===== config.mk =====
export PLATFORM = sky130hd
export DESIGN_NAME = sound_voice_allocator
export DESIGN_NICKNAME = d
export VERILOG_FILES = /design/src/svoc_pkg.sv /design/src/sound_voice_allocator.sv /design/src/svoc_cell.sv
export SDC_FILE = /design/constraint.sdc
export NUM_CORES = 1
export LEC_CHECK = 0
export BUFFER_PORTS_ARGS = -buffer_cell sky130_fd_sc_hd__buf_2
export CORE_ASPECT_RATIO = 0.75
export CORE_MARGIN = 4
export CORE_UTILIZATION = 60
export CTS_CLUSTER_DIAMETER = 120
export DETAILED_ROUTE_END_ITERATION = 8
export PLACE_DENSITY_LB_ADDON = 0.2
export SLEW_MARGIN = 20
export SYNTH_ARGS = -nofsm -noshare
export SYNTH_HDL_FRONTEND = slang
export SYNTH_HIERARCHICAL = 1
export SYNTH_SLANG_ARGS = --single-unit

===== constraint.sdc =====
create_clock -name clk -period 14.55 [get_ports clk]
set_clock_uncertainty 0.15 [all_clocks]
set_input_delay 2.91 -clock clk [delete_from_list [all_inputs] [get_ports clk]]
set_output_delay 2.91 -clock clk [all_outputs]
set_load 0.01 [all_outputs]

===== src/svoc_pkg.sv =====
package svoc_pkg;

    localparam int DEF_NUM_CHANNELS = 2;
    localparam int DEF_NUM_SOUNDS   = 6;

    localparam int LEN_W   = 24;
    localparam int PRIO_W  = 8;
    localparam int SOUND_W = 4;
    localparam int TICK_W  = 16;

    // One playback channel as it travels around the ring
    typedef struct packed {
        logic [LEN_W-1:0]   len;
        logic [LEN_W-1:0]   pos;
        logic [PRIO_W-1:0]  prio;
        logic [SOUND_W-1:0] sound;
    } chan_t;

    typedef enum logic [1:0] {
        ST_PLAYED  = 2'd0,
        ST_DROPPED = 2'd1,
        ST_IGNORED = 2'd2,
        ST_MIX     = 2'd3
    } status_t;

    typedef enum logic [1:0] {
        FSM_IDLE  = 2'd0,
        FSM_SCAN  = 2'd1,
        FSM_WRITE = 2'd2,
        FSM_TICK  = 2'd3
    } fsm_t;

endpackage


===== src/sound_voice_allocator.sv =====
// An ignored play request answers in the cycle after start, without going busy; a played
// or dropped request answers once the SCAN pass has visited every channel; a mix tick gives
// one word per cycle during its TICK pass. Busy covers the SCAN and WRITE passes for a
// played request, the SCAN pass for a drop and the TICK pass for a tick, and never an
// ignored request; each pass is one full rotation of the channel ring.
// Reset clears all channels and sets sound_enable; the receiver cannot stall results.
module sound_voice_allocator #(
    parameter int NUM_CHANNELS = svoc_pkg::DEF_NUM_CHANNELS,
    parameter int NUM_SOUNDS   = svoc_pkg::DEF_NUM_SOUNDS
) (
    input  logic        clk,
    input  logic        rst_n,
    // configuration
    input  logic        cfg_we,
    input  logic        cfg_wdata,
    // command side
    input  logic        start,
    output logic        busy,
    input  logic        req_type,
    input  logic [3:0]  sound_id,
    input  logic [7:0]  sound_priority,
    input  logic [23:0] sound_length,
    input  logic [15:0] tick_bytes,
    // result side
    output logic        done,
    output logic [1:0]  status,
    output logic        channel,
    output logic [3:0]  playing_sound,
    output logic [23:0] play_offset,
    output logic [15:0] play_amount,
    output logic        last
);

    localparam int CNT_W = (NUM_CHANNELS > 1) ? $clog2(NUM_CHANNELS) : 1;
    localparam logic [CNT_W-1:0] LAST_IDX = CNT_W'(NUM_CHANNELS - 1);

    // ------------------------------------------------------------------
    // Channel ring: cell 0 is the head, each cell takes its record from the
    // next one up, and the top cell takes the (possibly updated) head record.
    // NUM_CHANNELS shifts bring every channel back to its home cell.
    // ------------------------------------------------------------------
    svoc_pkg::chan_t                 rec_q [NUM_CHANNELS];
    logic [svoc_pkg::LEN_W-1:0]      rem_q [NUM_CHANNELS];
    svoc_pkg::chan_t                 feed;
    logic                            shift_en;

    for (genvar i = 0; i < NUM_CHANNELS; i++)
    begin : g_ring
        if (i == NUM_CHANNELS - 1)
        begin : g_top
            svoc_cell u_cell (
                .clk      (clk),
                .rst_n    (rst_n),
                .shift_en (shift_en),
                .rec_in   (feed),
                .rec_out  (rec_q[i]),
                .rem_out  (rem_q[i])
            );
        end
        else
        begin : g_mid
            svoc_cell u_cell (
                .clk      (clk),
                .rst_n    (rst_n),
                .shift_en (shift_en),
                .rec_in   (rec_q[i+1]),
                .rec_out  (rec_q[i]),
                .rem_out  (rem_q[i])
            );
        end
    end

    // ------------------------------------------------------------------
    // Control and request registers
    // ------------------------------------------------------------------
    svoc_pkg::fsm_t   state_reg, state_next;
    logic [CNT_W-1:0] idx_reg, idx_next;
    logic [CNT_W-1:0] slot_reg, slot_next;
    logic             found_reg, found_next;
    logic [CNT_W-1:0] best_idx_reg, best_idx_next;
    logic [8:0]       best_prio_reg, best_prio_next;   // 256 means no candidate yet
    logic [23:0]      best_rem_reg, best_rem_next;
    logic [3:0]       best_sound_reg, best_sound_next;
    logic             sound_enable_reg;

    logic [3:0]       id_reg, id_next;
    logic [7:0]       prio_reg, prio_next;
    logic [23:0]      len_reg, len_next;
    logic [15:0]      tick_reg, tick_next;

    // output word
    logic             done_reg, done_next;
    svoc_pkg::status_t status_reg, status_next;
    logic             channel_reg, channel_next;
    logic [3:0]       sound_reg, sound_next;
    logic [23:0]      offset_reg, offset_next;
    logic [15:0]      amount_reg, amount_next;
    logic             last_reg, last_next;

    svoc_pkg::chan_t  head;
    logic [23:0]      head_rem;
    logic [15:0]      amt;
    logic             at_last;
    logic             better;
    logic             id_ok;

    assign head     = rec_q[0];
    assign head_rem = rem_q[0];
    assign at_last  = (idx_reg == LAST_IDX);
    assign amt      = (head_rem < {8'd0, tick_reg}) ? head_rem[15:0] : tick_reg;
    assign id_ok    = ({1'b0, sound_id} < 5'(NUM_SOUNDS));
    assign better   = ({1'b0, head.prio} < best_prio_reg) ||
                      (({1'b0, head.prio} == best_prio_reg) && (head_rem < best_rem_reg));
    assign shift_en = (state_reg != svoc_pkg::FSM_IDLE);

    always_comb
    begin
        state_next      = state_reg;
        idx_next        = idx_reg;
        slot_next       = slot_reg;
        found_next      = found_reg;
        best_idx_next   = best_idx_reg;
        best_prio_next  = best_prio_reg;
        best_rem_next   = best_rem_reg;
        best_sound_next = best_sound_reg;
        id_next         = id_reg;
        prio_next       = prio_reg;
        len_next        = len_reg;
        tick_next       = tick_reg;
        done_next       = 1'b0;
        status_next     = status_reg;
        channel_next    = channel_reg;
        sound_next      = sound_reg;
        offset_next     = offset_reg;
        amount_next     = amount_reg;
        last_next       = last_reg;
        feed            = head;

        case (state_reg)
            svoc_pkg::FSM_IDLE:
            begin
                if (start)
                begin
                    idx_next       = '0;
                    id_next        = sound_id;
                    prio_next      = sound_priority;
                    len_next       = sound_length;
                    tick_next      = tick_bytes;
                    found_next     = 1'b0;
                    best_prio_next = 9'd256;
                    best_rem_next  = '0;
                    best_idx_next  = '0;
                    if (req_type)
                    begin
                        state_next = svoc_pkg::FSM_TICK;
                    end
                    else if (!sound_enable_reg || !id_ok)
                    begin
                        // ignored: answer at once, channels untouched
                        done_next    = 1'b1;
                        status_next  = svoc_pkg::ST_IGNORED;
                        channel_next = 1'b0;
                        sound_next   = '0;
                        offset_next  = '0;
                        amount_next  = '0;
                        last_next    = 1'b1;
                    end
                    else
                    begin
                        state_next = svoc_pkg::FSM_SCAN;
                    end
                end
            end

            svoc_pkg::FSM_SCAN:
            begin
                // first finished channel wins; otherwise track the weakest one
                if (!found_reg)
                begin
                    if (head_rem == '0)
                    begin
                        found_next = 1'b1;
                        slot_next  = idx_reg;
                    end
                    else if (better)
                    begin
                        best_prio_next  = {1'b0, head.prio};
                        best_rem_next   = head_rem;
                        best_idx_next   = idx_reg;
                        best_sound_next = head.sound;
                    end
                end
                idx_next = idx_reg + 1'b1;
                if (at_last)
                begin
                    idx_next    = '0;
                    done_next   = 1'b1;
                    offset_next = '0;
                    amount_next = '0;
                    last_next   = 1'b1;
                    if (!found_next && ({1'b0, prio_reg} < best_prio_next))
                    begin
                        // every channel busy and stronger: drop
                        state_next   = svoc_pkg::FSM_IDLE;
                        status_next  = svoc_pkg::ST_DROPPED;
                        channel_next = best_idx_next[0];
                        sound_next   = best_sound_next;
                    end
                    else
                    begin
                        if (!found_next)
                        begin
                            slot_next = best_idx_next;
                        end
                        state_next   = svoc_pkg::FSM_WRITE;
                        status_next  = svoc_pkg::ST_PLAYED;
                        channel_next = found_next ? slot_next[0] : best_idx_next[0];
                        sound_next   = id_reg;
                    end
                end
            end

            svoc_pkg::FSM_WRITE:
            begin
                // replace the chosen channel as it passes the head
                if (idx_reg == slot_reg)
                begin
                    feed.len   = len_reg;
                    feed.pos   = '0;
                    feed.prio  = prio_reg;
                    feed.sound = id_reg;
                end
                idx_next = idx_reg + 1'b1;
                if (at_last)
                begin
                    idx_next   = '0;
                    state_next = svoc_pkg::FSM_IDLE;
                end
            end

            svoc_pkg::FSM_TICK:
            begin
                // advance the head channel and report its portion
                feed.pos     = head.pos + {8'd0, amt};
                done_next    = 1'b1;
                status_next  = svoc_pkg::ST_MIX;
                channel_next = idx_reg[0];
                sound_next   = head.sound;
                offset_next  = head.pos;
                amount_next  = amt;
                last_next    = at_last;
                idx_next     = idx_reg + 1'b1;
                if (at_last)
                begin
                    idx_next   = '0;
                    state_next = svoc_pkg::FSM_IDLE;
                end
            end

            default:
            begin
                state_next = svoc_pkg::FSM_IDLE;
            end
        endcase
    end

    always_ff @(posedge clk or negedge rst_n)
    begin
        if (!rst_n)
        begin
            state_reg        <= svoc_pkg::FSM_IDLE;
            idx_reg          <= '0;
            slot_reg         <= '0;
            found_reg        <= 1'b0;
            best_idx_reg     <= '0;
            best_prio_reg    <= 9'd256;
            best_rem_reg     <= '0;
            done_reg         <= 1'b0;
            sound_enable_reg <= 1'b1;
        end
        else
        begin
            state_reg     <= state_next;
            idx_reg       <= idx_next;
            slot_reg      <= slot_next;
            found_reg     <= found_next;
            best_idx_reg  <= best_idx_next;
            best_prio_reg <= best_prio_next;
            best_rem_reg  <= best_rem_next;
            done_reg      <= done_next;
            if (cfg_we)
            begin
                sound_enable_reg <= cfg_wdata;
            end
        end
    end

    // payload: no reset needed
    always_ff @(posedge clk)
    begin
        best_sound_reg <= best_sound_next;
        id_reg         <= id_next;
        prio_reg       <= prio_next;
        len_reg        <= len_next;
        tick_reg       <= tick_next;
        status_reg     <= status_next;
        channel_reg    <= channel_next;
        sound_reg      <= sound_next;
        offset_reg     <= offset_next;
        amount_reg     <= amount_next;
        last_reg       <= last_next;
    end

    assign busy          = (state_reg != svoc_pkg::FSM_IDLE);
    assign done          = done_reg;
    assign status        = status_reg;
    assign channel       = channel_reg;
    assign playing_sound = sound_reg;
    assign play_offset   = offset_reg;
    assign play_amount   = amount_reg;
    assign last          = last_reg;

    // ------------------------------------------------------------------
    // Assertions
    // ------------------------------------------------------------------
    a_ignore_when_disabled: assert property (@(posedge clk) disable iff (!rst_n)
        start && !busy && !req_type && !sound_enable_reg
        |=> done && status == svoc_pkg::ST_IGNORED && last)
        else $error("disabled play request not ignored");

    a_request_single_word: assert property (@(posedge clk) disable iff (!rst_n)
        done && status != svoc_pkg::ST_MIX |-> last)
        else $error("play request word without last");

    a_tick_goes_busy: assert property (@(posedge clk) disable iff (!rst_n)
        start && !busy && req_type |=> busy && state_reg == svoc_pkg::FSM_TICK)
        else $error("mix tick did not start a pass");

    a_write_after_play: assert property (@(posedge clk) disable iff (!rst_n)
        state_reg == svoc_pkg::FSM_SCAN && state_next == svoc_pkg::FSM_WRITE
        |=> done && status == svoc_pkg::ST_PLAYED)
        else $error("channel write without played word");

endmodule


===== src/svoc_cell.sv =====
module svoc_cell (
    input  logic                 clk,
    input  logic                 rst_n,
    input  logic                 shift_en,
    input  svoc_pkg::chan_t      rec_in,
    output svoc_pkg::chan_t      rec_out,
    output logic [svoc_pkg::LEN_W-1:0] rem_out
);

    svoc_pkg::chan_t rec_reg;
    svoc_pkg::chan_t rec_next;

    always_comb
    begin
        rec_next = rec_reg;
        if (shift_en)
        begin
            rec_next = rec_in;
        end
    end

    always_ff @(posedge clk or negedge rst_n)
    begin
        if (!rst_n)
        begin
            rec_reg <= '0;
        end
        else
        begin
            rec_reg <= rec_next;
        end
    end

    // bytes left to play; a position past the end counts as finished
    assign rem_out = (rec_reg.pos >= rec_reg.len) ? '0 : (rec_reg.len - rec_reg.pos);
    assign rec_out = rec_reg;

endmodule

==> results of run 1 <==
==> placed cells by master, fill, tap and decap left out, types with 8 or more instances in the layout <==
cell type and count:
a21o_1 31, a21oi_1 63, a31oi_1 12, and3_1 33, buf_2 106, buf_4 12, clkbuf_16 27, clkinv_2 8
dfrtp_1 159, edfxtp_1 104, ha_1 93, inv_1 111, mux2_2 115, mux2i_1 8, nand2_1 155, nand3_1 46
nand4_1 13, nor2_1 54, nor3_1 12, o21ai_0 115, o31ai_1 25, xnor2_1 20, xor2_1 9
==> worst max-delay path: cells and delay by family (launching register included) <==
family	cells	cell delay, ps
AND/OR/NAND/NOR	10	2170
flip-flops	1	460
adder cells (fa/ha/maj)	4	1210
AO/OA/AOI/OAI	17	3550
buffers and inverters	1	60
==> layer usage <==
metal / up-vias / global-route usage, % / share of wire, %
met5: - / 0 / 0
met3: 58 / 5.54 / 9.2
met2: 468 / 39.3 / 43
met4: 0 / 5.80 / 1.9
met1: 5225 / 41.0 / 46
li1: 5081 / - / -
==> worst min-delay path by stage <==
stage / startpoint / endpoint / cells after the start / slack (ps)
2_1_floorplan: g_ring[1].g_top.u_cell/rec_out[24]$_DFFE_PN0P_ / g_ring[0].g_mid.u_cell/rec_out[24]$_DFFE_PN0P_ / 2 / 300
3_3_place_gp: g_ring[1].g_top.u_cell/rec_out[23]$_DFFE_PN0P_ / g_ring[0].g_mid.u_cell/rec_out[23]$_DFFE_PN0P_ / 2 / 310
3_5_place_dp: g_ring[1].g_top.u_cell/rec_out[23]$_DFFE_PN0P_ / g_ring[0].g_mid.u_cell/rec_out[23]$_DFFE_PN0P_ / 2 / 320
4_1_cts: g_ring[1].g_top.u_cell/rec_out[23]$_DFFE_PN0P_ / g_ring[0].g_mid.u_cell/rec_out[23]$_DFFE_PN0P_ / 2 / 320
5_1_grt: g_ring[1].g_top.u_cell/rec_out[20]$_DFFE_PN0P_ / g_ring[0].g_mid.u_cell/rec_out[20]$_DFFE_PN0P_ / 2 / 360
6_report: g_ring[1].g_top.u_cell/rec_out[23]$_DFFE_PN0P_ / g_ring[0].g_mid.u_cell/rec_out[23]$_DFFE_PN0P_ / 2 / 320
==> final cells by class <==
type,count,area [µm²]
Sequential cell,265,7150
Tap cell,300,375
Clock buffer,36,729
Multi-Input combinational cell,928,6620
Inverter,113,427
Timing Repair Buffer,120,652
Fill cell,1756,7300
Clock inverter,14,110
==> through the flow <==
stage                     hold slack [ps]  std cells  setup slack [ps]
after CTS                             324       1775              6910
final                                 323       1776              6780
after global routing                  361       1776              6300
after detailed placement              317       1725              6940
after global placement                310       1725              7120
after floorplan                       300       1367              7910
==> qor.yml, run 1 <==
start_kind: "register"
path_clk_slew_ps: 70
drcViolationCount: 0
cts_buffers: 27
io-pin-count: 108
drive_above_1_share_pct: 21.1
cts_buffer_depth: 3
critPathArrivalTime_ps: 8030
start_util_pct: 61.9
area.growth.synth_to_final_pct: 11.1
gp_congestion: 0.999
syn_nets: 1520
num_rows: 48
io_buffer_count: 107
first_global_vias: 10460
htree_levels: 1
hold_class: "register to register"
grt_max_degree: 93
critPathRequiredTime_ps: 14810
postCtsSetupBuffers: 0
slew-limit-headroom_pct: 26.0
die_x_um: 187
dp.final_hpwl_um: 24700
grt_antenna_before_repair: 0
crit_path_frequent_cell: "a21oi_1"
crit_path_start: "g_ring[0].g_mid.u_cell/rec_out[12]$_DFFE_PN0P_"
crit_type: "register to register"
r2r_slack_ps: 6780
r2r-start: "g_ring[0].g_mid.u_cell/rec_out[12]$_DFFE_PN0P_"
insertion_delay_ps: 550
slowest_stage: "or3_1"
synth-warning-count: 6
maxCapViolCount: 0
drt_iter0_drc: 1145
status: "finished, final reports clean"
r2r-end: "g_ring[1].g_top.u_cell/rec_out[31]$_DFFE_PN0P_"
routed_wl_um: 35400
dr_total_vias: 10832
fin_util_pct: 68.8
fin_crit_sh_pct: 53.4
tritoncts: "done"
max_stage_delay_ps: 500
cts_resized: 0
finalSetupTns_ps: 0
grt_usage_pct: 26.6
placedInstanceArea_mm2: 0.0152
syn_inst: 1367
worstMarginPinSlew_ps: 1110
cts_hold_buffers: 0
synth_area_per_cell_um2: 10.6
cts.sinks: 265
antenna_cells: 0
grt.overflow.total: 0
syn_area_mm2: 0.0145
nNetsFinal: 1608
viasPerCell: 6.10
worstSetupEndpoint: "g_ring[1].g_top.u_cell/rec_out[31]$_DFFE_PN0P_"
finalSetupViolCount: 0
die_y_um: 142
cts-root-buf: "clkbuf_16"
die_area_mm2: 0.0267
grt_pass1_wl_um: 56900
ant_nets: 0
crit_path_end_kind: "register"
design_area_mm2: 0.0161
min_period_ps: 7770
slew_violations: 0
path_max_fanout: 22
fmax_mhz: 129
wl_per_cell_um: 19.9
core_area_mm2: 0.0234
drt_first_pass_iters: 5
rsz0062_at_grt: "false"
finalHoldViolCount: 0
r2r_cells: 32
Power of run 1 is left out: the tool's default activity adds up to more than one toggle a clock period on the data nets, which glitch-free logic cannot reach.
==> inputs of run 2 (changes only) <==
CORE_UTILIZATION = 56   (was 60)
clock period = 6.75 ns   (was 14.55 ns; I/O delays follow)
==> run 2 against run 1 <==
  * Final area increased by 5.5%
  * Worst setup slack got worse by 6500 ps
  * Clock-buffer cell count grew 4
  * Register-to-register slack got worse by 6500 ps
  * Die area increased by 6.8%
  * Worst hold slack better by 15 ps
  * Flip-flop and latch count did not move
  * Maximum frequency grew 19%
  * Largest cell class unchanged
  * Global-route usage is 1.7 points lower
  * Highest routed layer unchanged
  * Via count increased by 1.4%
  * Critical path depth fell by 5
==> qor.yml, run 2 (synthesis results as in run 1) <==
status: "finished, final reports clean"
crit_path_end_kind: "register"
grt_use_met3_pct: 4.24  # -1.3 points
dr_total_vias: 10985  # +1.4%
viasPerCell: 5.78  # -5.3%
grt_usage_pct: 24.9  # -1.7 points
met2_usage_pct: 35.5  # -3.8 points
fillers: 1966  # +12%
antenna_cells: 0  # unchanged
slew_violations: 0  # unchanged
drt_iter0_drc: 965  # -16%
grt_max_degree: 94  # +1.1%
fmax_mhz: 154  # +19%
cts_buffer_depth: 3  # unchanged
critPathRequiredTime_ps: 6890  # -7920 ps
start_kind: "register"
worstMarginPinSlew_ps: 1020  # -89.1 ps
grt_antenna_before_repair: 0  # unchanged
drive_above_1_share_pct: 27.2  # +6.1 points
whs_ps: 338  # +15.0 ps
drt_first_pass_iters: 6  # +1
insertion_delay_ps: 570  # +20 ps
area.growth.synth_to_final_pct: 17.3
start_util_pct: 57.3  # -4.5 points
num_rows: 50  # +4.2%
finalSetupViolCount: 0  # unchanged
htree_levels: 1  # unchanged
crit_type: "register to register"
min_period_ps: 6510  # -1260 ps
path_clk_slew_ps: 60  # about the same
fin_crit_sh_pct: 96.5  # +43 points
cts.sinks: 265  # unchanged
ant_nets: 0  # unchanged
dp_cells: 1841  # +6.7%
dp.final_hpwl_um: 25700  # +4.0%
die_x_um: 194  # +3.4%
grt_pass1_wl_um: 57600  # +1.2%
critPathArrivalTime_ps: 6650  # -1380 ps
routed_wl_um: 36000  # +1.9%
use_met1_pct: 40.0  # -1.0 points
core_area_mm2: 0.0252  # +7.9%
design_area_mm2: 0.0170  # +5.5%
final_cells: 1902  # +7.1%
tritoncts: "done"
wl_per_cell_um: 18.9  # -4.9%
finalSetupTns_ps: 0  # unchanged
io_buffer_count: 107  # unchanged
slew-limit-headroom_pct: 32.0  # +5.9 points
finalHoldViolCount: 0  # unchanged
die_area_mm2: 0.0285  # +6.8%
cts-root-buf: "clkbuf_16"
path_max_fanout: 12  # -45%
hold_class: "register to register"
grt.overflow.total: 0  # unchanged
cts_buffers: 27  # unchanged
layout_common_cells: "dfrtp_1, nand2_1, mux2_2"
io-pin-count: 108  # unchanged
placedInstanceArea_mm2: 0.0158  # +4.1%
die_y_um: 147  # +3.3%
first_global_vias: 10528  # +0.65%
r2r_slack_ps: 240  # -6540 ps
busiest_layer: "met1"
maxCapViolCount: 0  # unchanged
gp_congestion: 0.904  # -9.6%
final_common_cell: "dfrtp_1"
drcViolationCount: 0  # unchanged
nNetsFinal: 1696  # +5.5%
-- run 2: layout make-up --
class | count | area (µm²) | share of cell area (%)
clock buffer | 40 | 764 | 4.51
inverter | 113 | 427 | 2.52
timing repair buffer | 207 | 1300 | 7.64
sequential | 265 | 7150 | 42.2
clock inverter | 10 | 97.6 | 0.576
multi-input combinational | 929 | 6800 | 40.1
tap | 338 | 423 | 2.49
-- run 2: critical path, cell delays in order, from the launching register on --
cell and delay (ps):
dfrtp_1 370, inv_1 70, ha_2 170, inv_1 50, fa_2 330, a211o_1 340, a21oi_2 230, o21bai_4 100
a31oi_4 200, buf_4 180, nor2_1 70, a311oi_1 680, ha_1 230, nand2_1 80, nor3_2 250, and3_1 220
a221oi_2 90, o31ai_4 440, mux2i_1 280, ha_1 280, a21o_1 160, a21o_1 170, a21oi_1 160, nor2_1 90
nor4bb_2 410, a21oi_4 150, nand3_1 130, o211ai_1 130
-- run 2: what timing repair did --
item	in CTS	in global routing
pin swaps	0	21
hold buffers	0	0
setup endpoints to repair	10	20
cloned	0	1
setup buffers	0	10
resized for setup	2	50
-- run 2: metal layers --
metal | share of wire (%) | wire [µm]
met5 | 0 | 0
met4 | 2.2 | 810
met3 | 7.0 | 2510
met2 | 42 | 15100
met1 | 49 | 17600
-- run 2: worst paths after layout --
kind	from	to	depth (start not counted)
setup / recovery	g_ring[0].g_mid.u_cell/rec_out[36]$_DFFE_PN0P_	playing_sound[3]$_DFFE_PP_	27
hold / removal	best_prio_reg[8]$_DFFE_PN1P_	best_prio_reg[8]$_DFFE_PN1P_	2
setup reg to reg	g_ring[0].g_mid.u_cell/rec_out[36]$_DFFE_PN0P_	playing_sound[3]$_DFFE_PP_	27
hold reg to reg	best_prio_reg[8]$_DFFE_PN1P_	best_prio_reg[8]$_DFFE_PN1P_	2
max in group asynchronous	rst_n	g_ring[0].g_mid.u_cell/rec_out[40]$_DFFE_PN0P_	2
min in group asynchronous	rst_n	best_rem_reg[19]$_DFFE_PN0P_	1
-- run 2: per-stage QoR --
stage	setup WS, ps	utilization [%]
after global routing	-32.3	67.3
after global placement	40.5	62.8
after detailed placement	-147	62.8
final	238	67.3
after CTS	9.15	66.3
after floorplan	244	-
Power of run 2 is left out for the same reason.
==> inputs of run 3 (changes only) <==
CORE_UTILIZATION = 30   (was 56)
==> run 3 against run 2 <==
  * Worst setup slack gained 74 ps
  * First-iteration DRC count shrank 16%
  * Sequential share of layout area shrank 1.5 points
  * Register-to-register slack gained 70 ps
  * Worst hold slack lost 8.6 ps
  * Critical path type unchanged
  * Largest cell class unchanged
==> qor.yml, run 3 (synthesis results as in run 1) <==
r2r_cells: 31  # +15%
worstMarginPinSlew_ps: 860  # -161 ps
nNetsFinal: 1722  # +1.5%
grt_antenna_before_repair: 0  # unchanged
critPathRequiredTime_ps: 7090  # +200 ps
hold_depth: 2  # unchanged
crit_buf_inv: 2  # -1
first_global_vias: 10373  # -1.5%
routed_wl_um: 40700  # +13%
crit_path_end_kind: "register"
layout_common_cells: "dfrtp_1, nand2_1, buf_4"
hold_class: "register to register"
max_stage_delay_ps: 430  # -250 ps
drive_above_1_share_pct: 28.4  # +1.1 points
crit_path_frequent_cell: "a21oi_4"
drcViolationCount: 0  # unchanged
wl_per_cell_um: 18.2  # -3.9%
grt.overflow.total: 0  # unchanged
design_area_mm2: 0.0176  # +3.6%
fmax_mhz: 155  # +1.1%
num_rows: 69  # +38%
drt_first_pass_iters: 5  # -1
path_max_fanout: 7  # -5
slowest_stage: "or4_4"
maxCapViolCount: 0  # unchanged
placedInstanceArea_mm2: 0.0164  # +3.6%
slew-limit-headroom_pct: 42.7  # +11 points
cts.sinks: 265  # unchanged
drt_iter0_drc: 806  # -16%
critPathArrivalTime_ps: 6780  # +130 ps
finalSetupViolCount: 0  # unchanged
start_util_pct: 30.4  # -27 points
crit_type: "register to register"
cts_buffers: 30  # +11%
finalSetupTns_ps: 0  # unchanged
path_clk_slew_ps: 60  # about the same
grt_max_degree: 75  # -20%
grt_usage_pct: 15.4  # -9.5 points
finalHoldViolCount: 0  # unchanged
tritoncts: "done"
htree_levels: 1  # unchanged
cts_hold_buffers: 0  # unchanged
dp.final_hpwl_um: 29200  # +14%
ant_nets: 0  # unchanged
viasPerCell: 4.87  # -16%
die_area_mm2: 0.0518  # +82%
insertion_delay_ps: 580  # about the same
dr_total_vias: 10875  # -1.0%
cts-root-buf: "clkbuf_16"
cts_buffer_depth: 3  # unchanged
crit_cells: 31  # +15%
grt_pass1_wl_um: 62200  # +8.0%
io-pin-count: 108  # unchanged
gp_congestion: 0.905  # +0.20%
area.growth.synth_to_final_pct: 21.5
min_period_ps: 6440  # -73.9 ps
io_buffer_count: 107  # unchanged
antenna_cells: 0  # unchanged
fin_crit_sh_pct: 95.4  # -1.1 points
r2r_slack_ps: 310  # +70 ps
core_area_mm2: 0.0475  # +88%
start_kind: "register"
final_common_cell: "dfrtp_1"
die_y_um: 198  # +35%
status: "finished, final reports clean"
die_x_um: 261  # +35%
slew_violations: 0  # unchanged
crit_family: "compound AO/OA/AOI/OAI gates"
==> run 3: layer usage <==
metal	global-route usage (%)	share of wire, %	vias to the layer above
met2	21.2	40	206
met5	0	0	-
li1	-	-	5317
met1	25.3	55	5308
met3	2.30	3.8	44
met4	2.63	1.8	0
==> run 3: worst min-delay path, cell delays in order (launching register included) <==
cell and delay [ps]:
dfrtp_1 340, nand2_1 50, o21ai_0 60
==> run 3: final cells by class <==
class / count / area (µm²)
multi-input combinational: 929 / 6800
clock inverter: 20 / 129
fill: 4769 / 29900
sequential: 265 / 7160
clock buffer: 36 / 783
inverter: 113 / 428
tap: 639 / 800
timing repair buffer: 230 / 1480
==> run 3: final timing paths <==
| path | start | to |
|---|---|---|
| worst max-delay path | g_ring[0].g_mid.u_cell/rec_out[36]$_DFFE_PN0P_ | g_ring[1].g_top.u_cell/rec_out[29]$_DFFE_PN0P_ |
| worst min-delay path | g_ring[1].g_top.u_cell/rec_out[26]$_DFFE_PN0P_ | g_ring[0].g_mid.u_cell/rec_out[26]$_DFFE_PN0P_ |
| worst max register to register | g_ring[0].g_mid.u_cell/rec_out[36]$_DFFE_PN0P_ | g_ring[1].g_top.u_cell/rec_out[29]$_DFFE_PN0P_ |
| worst min register to register | g_ring[1].g_top.u_cell/rec_out[26]$_DFFE_PN0P_ | g_ring[0].g_mid.u_cell/rec_out[26]$_DFFE_PN0P_ |
| max in group asynchronous | rst_n | g_ring[1].g_top.u_cell/rec_out[18]$_DFFE_PN0P_ |
| min in group asynchronous | rst_n | g_ring[1].g_top.u_cell/rec_out[0]$_DFFE_PN0P_ |
==> run 3: timing repair <==
item / CTS / global route
gates resized for setup: 2 / 50
pin swaps: 0 / 18
setup buffers: 0 / 8
setup endpoints to repair: 10 / 21
endpoints found under the hold margin: 0 / 0
gates cloned: 0 / 1
==> run 3: stage by stage <==
stage	instances	util (%)	hold slack, ps	worst slack, ps
after detailed placement	2167	34.5	316	-321
after floorplan	1367	-	300	244
after global routing	2232	37.0	354	-11.4
after global placement	2167	34.5	309	-115
final	2232	37.0	329	312
after CTS	2223	36.5	334	16.2
Power of run 3 is left out for the same reason.
